$ cat src/rtl/core/rrts_pkg.sv
// ----------------------------------------------------------------------------
// Round-robin task scheduler package
// Shared sizes, operation/status/error codes and the control structs that
// pass between the scheduler control, the ready chain and the status table.
// ----------------------------------------------------------------------------
`default_nettype none

package rrts_pkg;

  localparam int MAX_TASKS = 16;
  localparam int IDX_W     = $clog2(MAX_TASKS);
  localparam int CNT_W     = $clog2(MAX_TASKS + 1);

  localparam int TID_W = 4;
  localparam int OP_W  = 2;
  localparam int ST_W  = 3;
  localparam int ERR_W = 2;

  localparam logic [OP_W-1:0] OP_SCHED   = 2'd0;
  localparam logic [OP_W-1:0] OP_BLOCK   = 2'd1;
  localparam logic [OP_W-1:0] OP_UNBLOCK = 2'd2;
  localparam logic [OP_W-1:0] OP_CREATE  = 2'd3;

  localparam logic [ST_W-1:0] ST_RUNNING = 3'd0;
  localparam logic [ST_W-1:0] ST_READY   = 3'd1;
  localparam logic [ST_W-1:0] ST_BLOCKED = 3'd2;
  localparam logic [ST_W-1:0] ST_HANGING = 3'd4;
  localparam logic [ST_W-1:0] ST_ABSENT  = 3'd5;

  localparam logic [ERR_W-1:0] ERR_OK    = 2'd0;
  localparam logic [ERR_W-1:0] ERR_EMPTY = 2'd1;
  localparam logic [ERR_W-1:0] ERR_FULL  = 2'd2;
  localparam logic [ERR_W-1:0] ERR_BAD   = 2'd3;

  // Command broadcast to every cell of the ready chain
  typedef struct packed {
    logic             shift_l;   // pop head: take right neighbor
    logic             shift_r;   // push head: take left neighbor
    logic             load_en;   // write load_id into the cell at load_pos
    logic [IDX_W-1:0] load_pos;
    logic [IDX_W-1:0] load_id;
  } chain_ctrl_t;

  // One write port of the status table
  typedef struct packed {
    logic             en;
    logic [IDX_W-1:0] addr;
    logic [ST_W-1:0]  value;
  } stat_wr_t;

endpackage

`default_nettype wire

$ cat src/rtl/core/round_robin_task_scheduler.sv
// ----------------------------------------------------------------------------
// Round-robin task scheduler
// Status table plus a ready deque built as a row of cells; schedule, block,
// unblock and create commands, one result beat per command.
// ----------------------------------------------------------------------------
//  channel   handshake          payload
//  command   start / busy       operation, task_id, block_status
//  result    done (strobe)      running_task, switched, error_code
//
//  A command accepted at one edge is evaluated in the next cycle (status
//  read, deque move, table writes) and its result beat shows in the cycle
//  after. busy is high for the one evaluation cycle; a new command can be
//  taken in the cycle the result strobes. The receiver cannot stall.
//  Reset: task 0 running, all others absent, deque empty.
// ----------------------------------------------------------------------------
`default_nettype none

module round_robin_task_scheduler (
  input  wire logic                        clk,
  input  wire logic                        rst,
  input  wire logic                        start,
  output logic                             busy,
  input  wire logic [rrts_pkg::OP_W-1:0]   operation,
  input  wire logic [rrts_pkg::TID_W-1:0]  task_id,
  input  wire logic [rrts_pkg::ST_W-1:0]   block_status,
  output logic                             done,
  output logic      [rrts_pkg::TID_W-1:0]  running_task,
  output logic                             switched,
  output logic      [rrts_pkg::ERR_W-1:0]  error_code
);

  logic [rrts_pkg::OP_W-1:0]  op_q;
  logic [rrts_pkg::TID_W-1:0] tid_q;
  logic [rrts_pkg::ST_W-1:0]  bst_q;

  logic [rrts_pkg::CNT_W-1:0] cnt;
  logic [rrts_pkg::CNT_W-1:0] cnt_next;
  logic [rrts_pkg::IDX_W-1:0] cur;
  logic [rrts_pkg::IDX_W-1:0] cur_next;

  logic [rrts_pkg::ERR_W-1:0] err_next;
  logic                       sw_next;

  rrts_pkg::chain_ctrl_t      ctrl;
  rrts_pkg::chain_ctrl_t      ctrl_g;
  rrts_pkg::stat_wr_t         wr_a;
  rrts_pkg::stat_wr_t         wr_b;
  rrts_pkg::stat_wr_t         wr_a_g;
  rrts_pkg::stat_wr_t         wr_b_g;

  logic [rrts_pkg::IDX_W-1:0] head_id;
  logic [rrts_pkg::IDX_W-1:0] tid_idx;
  logic [rrts_pkg::IDX_W-1:0] rd_addr;
  logic [rrts_pkg::ST_W-1:0]  st;
  logic                       tid_ok;
  logic                       bst_ok;
  logic                       empty;
  logic                       full;

  assign tid_idx = rrts_pkg::IDX_W'(tid_q);
  assign tid_ok  = 32'(tid_q) < 32'(rrts_pkg::MAX_TASKS);
  assign bst_ok  = (bst_q >= rrts_pkg::ST_BLOCKED) && (bst_q <= rrts_pkg::ST_HANGING);
  assign empty   = (cnt == '0);
  assign full    = (cnt == rrts_pkg::CNT_W'(rrts_pkg::MAX_TASKS));
  assign rd_addr = (op_q == rrts_pkg::OP_SCHED || op_q == rrts_pkg::OP_BLOCK) ? cur : tid_idx;

  rrts_chain u_chain (
    .clk     (clk),
    .ctrl    (ctrl_g),
    .head_id (head_id)
  );

  rrts_status u_status (
    .clk       (clk),
    .rst       (rst),
    .rd_addr   (rd_addr),
    .rd_status (st),
    .wr_a      (wr_a_g),
    .wr_b      (wr_b_g)
  );

  always_comb begin
    err_next = rrts_pkg::ERR_OK;
    sw_next  = 1'b0;
    cnt_next = cnt;
    cur_next = cur;
    ctrl     = '0;
    wr_a     = '0;
    wr_b     = '0;

    unique case (op_q)
      rrts_pkg::OP_SCHED: begin
        if (st == rrts_pkg::ST_RUNNING) begin
          if (full) begin
            err_next = rrts_pkg::ERR_FULL;
          end else begin
            sw_next = 1'b1;
            wr_a    = '{en: 1'b1, addr: cur, value: rrts_pkg::ST_READY};
            if (empty) begin
              // current task goes in and comes straight back out
              wr_b = '{en: 1'b1, addr: cur, value: rrts_pkg::ST_RUNNING};
            end else begin
              // pop head and append current in the same move
              ctrl.shift_l  = 1'b1;
              ctrl.load_en  = 1'b1;
              ctrl.load_pos = rrts_pkg::IDX_W'(cnt - rrts_pkg::CNT_W'(1));
              ctrl.load_id  = cur;
              wr_b          = '{en: 1'b1, addr: head_id, value: rrts_pkg::ST_RUNNING};
              cur_next      = head_id;
            end
          end
        end else if (empty) begin
          err_next = rrts_pkg::ERR_EMPTY;
        end else begin
          sw_next      = 1'b1;
          ctrl.shift_l = 1'b1;
          cnt_next     = cnt - rrts_pkg::CNT_W'(1);
          wr_b         = '{en: 1'b1, addr: head_id, value: rrts_pkg::ST_RUNNING};
          cur_next     = head_id;
        end
      end
      rrts_pkg::OP_BLOCK: begin
        if (!bst_ok) begin
          err_next = rrts_pkg::ERR_BAD;
        end else if (empty) begin
          err_next = rrts_pkg::ERR_EMPTY;
        end else begin
          sw_next      = 1'b1;
          wr_a         = '{en: 1'b1, addr: cur, value: bst_q};
          ctrl.shift_l = 1'b1;
          cnt_next     = cnt - rrts_pkg::CNT_W'(1);
          wr_b         = '{en: 1'b1, addr: head_id, value: rrts_pkg::ST_RUNNING};
          cur_next     = head_id;
        end
      end
      rrts_pkg::OP_UNBLOCK: begin
        if (!tid_ok) begin
          err_next = rrts_pkg::ERR_BAD;
        end else if (st == rrts_pkg::ST_READY) begin
          err_next = rrts_pkg::ERR_OK;
        end else if (st == rrts_pkg::ST_ABSENT || st == rrts_pkg::ST_RUNNING) begin
          err_next = rrts_pkg::ERR_BAD;
        end else if (full) begin
          err_next = rrts_pkg::ERR_FULL;
        end else begin
          ctrl.shift_r = 1'b1;
          ctrl.load_id = tid_idx;
          cnt_next     = cnt + rrts_pkg::CNT_W'(1);
          wr_a         = '{en: 1'b1, addr: tid_idx, value: rrts_pkg::ST_READY};
        end
      end
      rrts_pkg::OP_CREATE: begin
        if (!tid_ok || st != rrts_pkg::ST_ABSENT) begin
          err_next = rrts_pkg::ERR_BAD;
        end else if (full) begin
          err_next = rrts_pkg::ERR_FULL;
        end else begin
          ctrl.load_en  = 1'b1;
          ctrl.load_pos = rrts_pkg::IDX_W'(cnt);
          ctrl.load_id  = tid_idx;
          cnt_next      = cnt + rrts_pkg::CNT_W'(1);
          wr_a          = '{en: 1'b1, addr: tid_idx, value: rrts_pkg::ST_READY};
        end
      end
      default: begin
        err_next = rrts_pkg::ERR_BAD;
      end
    endcase
  end

  // Commit only in the evaluation cycle
  assign ctrl_g = busy ? ctrl : '0;
  assign wr_a_g = busy ? wr_a : '0;
  assign wr_b_g = busy ? wr_b : '0;

  always_ff @(posedge clk) begin
    if (start && !busy) begin
      op_q  <= operation;
      tid_q <= task_id;
      bst_q <= block_status;
    end
  end

  always_ff @(posedge clk) begin
    if (rst) begin
      busy         <= 1'b0;
      done         <= 1'b0;
      cnt          <= '0;
      cur          <= '0;
      running_task <= '0;
      switched     <= 1'b0;
      error_code   <= rrts_pkg::ERR_OK;
    end else begin
      done <= 1'b0;
      if (busy) begin
        busy         <= 1'b0;
        done         <= 1'b1;
        cnt          <= cnt_next;
        cur          <= cur_next;
        running_task <= rrts_pkg::TID_W'(cur_next);
        switched     <= sw_next;
        error_code   <= err_next;
      end else if (start) begin
        busy <= 1'b1;
      end
    end
  end

endmodule

`default_nettype wire

$ cat src/rtl/core/rrts_cell.sv
// ----------------------------------------------------------------------------
// Ready chain cell
// Holds one slot of the ready deque; shifts toward the head on a pop, toward
// the tail on a push at the head, or loads a new id when addressed.
// ----------------------------------------------------------------------------
`default_nettype none

module rrts_cell (
  input  wire logic                        clk,
  input  wire rrts_pkg::chain_ctrl_t       ctrl,
  input  wire logic [rrts_pkg::IDX_W-1:0]  pos,
  input  wire logic [rrts_pkg::IDX_W-1:0]  left_id,
  input  wire logic [rrts_pkg::IDX_W-1:0]  right_id,
  output logic      [rrts_pkg::IDX_W-1:0]  id
);

  logic hit;

  assign hit = ctrl.load_en && (ctrl.load_pos == pos);

  always_ff @(posedge clk) begin
    priority if (ctrl.shift_r) begin
      id <= left_id;
    end else if (ctrl.shift_l) begin
      id <= hit ? ctrl.load_id : right_id;
    end else if (hit) begin
      id <= ctrl.load_id;
    end
  end

endmodule

`default_nettype wire

$ cat src/rtl/core/rrts_chain.sv
// ----------------------------------------------------------------------------
// Ready chain
// Row of cells forming the ready deque; cell 0 is always the head.
// ----------------------------------------------------------------------------
`default_nettype none

module rrts_chain (
  input  wire logic                        clk,
  input  wire rrts_pkg::chain_ctrl_t       ctrl,
  output logic      [rrts_pkg::IDX_W-1:0]  head_id
);

  logic [rrts_pkg::IDX_W-1:0] slot [rrts_pkg::MAX_TASKS];

  for (genvar i = 0; i < rrts_pkg::MAX_TASKS; i++) begin : g_cell
    logic [rrts_pkg::IDX_W-1:0] left_id;
    logic [rrts_pkg::IDX_W-1:0] right_id;

    // New id enters at the head on a push at the head
    if (i == 0) begin : g_first
      assign left_id = ctrl.load_id;
    end else begin : g_mid_l
      assign left_id = slot[i-1];
    end

    if (i == rrts_pkg::MAX_TASKS - 1) begin : g_last
      assign right_id = slot[i];
    end else begin : g_mid_r
      assign right_id = slot[i+1];
    end

    rrts_cell u_cell (
      .clk      (clk),
      .ctrl     (ctrl),
      .pos      (rrts_pkg::IDX_W'(i)),
      .left_id  (left_id),
      .right_id (right_id),
      .id       (slot[i])
    );
  end

  assign head_id = slot[0];

endmodule

`default_nettype wire

$ cat src/rtl/core/rrts_status.sv
// ----------------------------------------------------------------------------
// Task status table
// One status register per task, one read address, two write ports; port b
// wins when both address the same task.
// ----------------------------------------------------------------------------
`default_nettype none

module rrts_status (
  input  wire logic                        clk,
  input  wire logic                        rst,
  input  wire logic [rrts_pkg::IDX_W-1:0]  rd_addr,
  output logic      [rrts_pkg::ST_W-1:0]   rd_status,
  input  wire rrts_pkg::stat_wr_t          wr_a,
  input  wire rrts_pkg::stat_wr_t          wr_b
);

  logic [rrts_pkg::ST_W-1:0] status [rrts_pkg::MAX_TASKS];

  for (genvar i = 0; i < rrts_pkg::MAX_TASKS; i++) begin : g_entry
    always_ff @(posedge clk) begin
      if (rst) begin
        status[i] <= (i == 0) ? rrts_pkg::ST_RUNNING : rrts_pkg::ST_ABSENT;
      end else if (wr_b.en && wr_b.addr == rrts_pkg::IDX_W'(i)) begin
        status[i] <= wr_b.value;
      end else if (wr_a.en && wr_a.addr == rrts_pkg::IDX_W'(i)) begin
        status[i] <= wr_a.value;
      end
    end
  end

  assign rd_status = status[rd_addr];

endmodule

`default_nettype wire

$ cat config.mk
export PLATFORM = sky130hd
export DESIGN_NAME = round_robin_task_scheduler
export DESIGN_NICKNAME = d
export VERILOG_FILES = /design/src/rtl/core/rrts_pkg.sv /design/src/rtl/core/round_robin_task_scheduler.sv /design/src/rtl/core/rrts_cell.sv /design/src/rtl/core/rrts_chain.sv /design/src/rtl/core/rrts_status.sv
export SDC_FILE = /design/constraint.sdc
export NUM_CORES = 1
export LEC_CHECK = 0
export BUFFER_PORTS_ARGS = -buffer_cell sky130_fd_sc_hd__buf_2
export CORE_MARGIN = 2
export CORE_UTILIZATION = 45
export CTS_CLUSTER_SIZE = 20
export DETAILED_ROUTE_END_ITERATION = 8
export SETUP_SLACK_MARGIN = 0.2
export SKIP_LAST_GASP = 1
export SYNTH_ARGS = -nofsm -noshare
export SYNTH_HDL_FRONTEND = slang
export SYNTH_SLANG_ARGS = --single-unit
$ cat constraint.sdc
create_clock -name clk -period 10 [get_ports clk]
set_clock_uncertainty 0.1 [all_clocks]
set_input_delay 0.5 -clock clk [delete_from_list [all_inputs] [get_ports clk]]
set_output_delay 0.5 -clock clk [all_outputs]
set_load 0.02 [all_outputs]
==> flow_metrics.tcl <==
set metrics [dict create \
    io_buffers 20 \
    htreeDepth 4 \
    viasPerCell 6.61 \
    layout-drive-gt1-share 0.0981 \
    clk_latency_ns 0.43 \
    antenna_left 0 \
    tns_ns 0 \
    crit_type "reg2reg" \
    startpoint_type "flop" \
    synth_area_per_cell_um2 9.81 \
    multi_input_area_mm2 0.00407 \
    cts_inserted_buffers 17 \
    grt_pass1_vias 6838 \
    synth_top_family_by_area "compound AO/OA/AOI/OAI gates" \
    fin_crit_ns 5.88 \
    worstPathArrival_ns 5.92 \
    crit_top_cell "nor2b_1" \
    peakVddDrop_mv 0.123 \
    n_antenna_cell 0 \
    synth_seq_cells 135 \
    leakage_uw 0.00306 \
    clk_pin_slew_ns 0.06 \
    path_buf_inv 0 \
    place_inst 1043 \
    antenna_found_initial 0 \
    period_share 0.588 \
    fill_cells 1689 \
    cp_cell_sequence "ha_1, nor2_4, mux2i_4, mux2i_1, o22ai_1, nor3_2, nand3_1, a2bb2oi_1, a221oi_1, nor2b_1, nor2b_1, or3_1" \
    setup_violations 0 \
    crit_fanout 16 \
    fmax_mhz 170 \
    yosys_warnings 0 \
    wire_per_inst_um 23.9 \
    syn_area_mm2 0.00830 \
    die_h_um 140 \
    slowest_delay_ns 0.69 \
    synth_mux_area_frac 0.0517 \
    ys_seq_area_frac 0.472 \
    setup_slack_ns 4.12 \
    synthAdderAreaFrac 0.00905 \
    ios 21 \
    status "finished, final reports clean" \
    synth-compound-area-share 0.215 \
    ys.flop_type "edfxtp_1" \
    cap_violations 0 \
    hold_buffers 0 \
    dieArea_mm2 0.0195 \
    drc 0 \
    place_congestion 0.964 \
    core_mm2 0.0180 \
    synth-simple-area-share 0.207 \
    drt_wl_total_um 25700 \
    area.growth.synth_to_final_pct 9.64 \
    finalNonFillerCells 1075 \
    die_x_um 140 \
    path_delay_family "simple AND/OR/NAND/NOR gates" \
    wl_met2_um 13400 \
    hold_viol 0 \
    drt-initial-drc-count 621 \
    synthXorXnorAreaFrac 0.00633 \
    wl_met3_um 1430 \
    regArea_mm2 0.00391 \
    grt_pass1_wl_um 39900 \
    start_util 0.460 \
    rsz0062_at_grt "no" \
    grt_max_degree 70 \
    cts.sinks 135 \
    worstPathRequired_ns 10.04 \
    synthCells 846 \
    hp-class "in2reg" \
    highest_layer "met4" \
    num_vias 7106 \
    relSlewSlack 0.220 \
    synthesis.nets 864 \
    power_density_mw_per_mm2 159 \
    met1_length_um 9840 \
    ys_types 80 \
    crit_path_end_kind "flop" \
    synth_edf_count 121 \
    hpwl_um 19200 \
    grt_util_all_layers 0.267 \
    drv_slew 0 \
    nets 851 \
    cts_root_buffer "clkbuf_16" \
    worst_pin_slew_ns 1.17 \
    cts.path.max_buffers 2 \
    cts_tree "built" \
    post_cts_buffers 0 \
    ctsResizeCount 0 \
    crit_slowest_cell "nor2b_1" \
    firstDrtPassIters 5 \
    pre_cts_ws_ns 4.30 \
    grt-ovfl-total 0 \
    rows 49 \
    async_flop_share 0 \
]
[layout by cell type (no fill, tap or decap), drive strengths merged, types with 5 or more instances in the layout]
cell type    n
nand2      107
inv         21
mux2i       36
nor4         9
a21o        13
a31oi       22
and3        25
or3         12
nand3       18
and2        12
nor3b       15
a22oi       11
clkbuf      18
nor3        24
nand2b       7
a221oi      11
o31ai        9
nor2        48
a311o        5
nor2b       11
a21oi       60
a221o       24
o21ai       41
ha           6
clkinv       9
o22ai        9
mux2         5
nand4       11
edfxtp     121
buf         28
a211oi      15
dfxtp       14
[metal layers]
layer,up-vias,GRT usage
li1,3251,-
met2,304,0.481
met5,-,0
met1,3474,0.311
met3,77,0.0392
met4,0,0.131
[through the flow]
stage / instance area [µm²] / power [µW] / hold WS, ns / utilization
final: 9100 / 1450 / 0.143 / 0.505
after detailed placement: 8510 / 821 / 0.355 / 0.472
after global routing: 9100 / 1490 / 0.131 / 0.505
after global placement: 8510 / 818 / 0.348 / 0.472
after CTS: 9100 / 1450 / 0.133 / 0.505
after floorplan: 8300 / 778 / 0.408 / -
[synthesized netlist by cell type, types with 9 or more instances]
cell type,count,area [µm²]
edfxtp_1,121,3630
nand2_1,106,398
a21oi_1,59,295
nor2_1,47,176
clkbuf_1,46,173
o21ai_0,40,200
mux2i_1,35,350
and3_1,25,156
a221o_1,24,240
a31oi_1,22,138
nor3_1,22,110
inv_1,21,78.8
nand3_1,18,90.1
a211oi_1,15,113
nor3b_1,15,113
dfxtp_1,14,280
a21o_1,13,97.6
a221oi_1,11,96.3
a22oi_1,11,82.6
and2_1,11,68.8
nor2b_1,11,68.8
or3_1,11,68.8
nand4_1,10,62.6
o22ai_1,9,56.3
[worst register-to-register path, stage by stage, from the launching register on]
cell       delay [ns]
edfxtp_1         0.42
ha_1             0.45
nor2_4           0.34
mux2i_4          0.48
mux2i_1          0.29
o22ai_1          0.16
nor3_2           0.68
nand3_1          0.60
a2bb2oi_1        0.32
a221oi_1         0.59
nor2b_1          0.69
nor2b_1          0.28
or3_1            0.20
[state kept, by name, summed over array words and instances, names as in the netlist, 2 cells and up]
signal                    count
cur                           4
op_q                          2
error_code                    2
tid_idx                       4
bst_q                         3
cnt                           5
u_chain.g_cell.u_cell.id     64
u_status.status              48
[final cells by class]
| cell class | instances | share of cell area |
|---|---|---|
| Multi-Input combinational cell | 630 | 0.447 |
| Sequential cell | 135 | 0.430 |
| Clock buffer | 18 | 0.0472 |
| Tap cell | 229 | 0.0315 |
| Timing Repair Buffer | 28 | 0.0176 |
| Clock inverter | 14 | 0.0175 |
| Inverter | 21 | 0.00867 |
[power by group]
group          leakage, µW  internal, µW  total (µW)  switching (µW)
logic              0.00159          52.0         168             116
registers          0.00118           631         646            15.6
clock network     0.000284           389         636             248
total              0.00306          1070        1450             379
[path summary, 6_finish.rpt]
| kind | startpoint | endpoint | slack, ns | depth (start not counted) |
|---|---|---|---|---|
| setup / recovery | op_q[0] | u_status.status[14][1] | 4.12 | 12 |
| hold / removal | block_status[2] | bst_q[2] | 0.14 | 1 |
| setup reg to reg | op_q[0] | u_status.status[14][1] | 4.12 | 12 |
| hold reg to reg | switched | switched | 0.36 | 2 |
[kinds of logic after synthesis]
family | count (synthesis)
buffers and inverters | 81
AND/OR/NAND/NOR | 322
adder cells (fa/ha/maj) | 6
XOR/XNOR | 6
AO/OA/AOI/OAI | 255
multiplexers | 41
flip-flops | 135
Note: power is estimated with default switching activity, not from simulation.
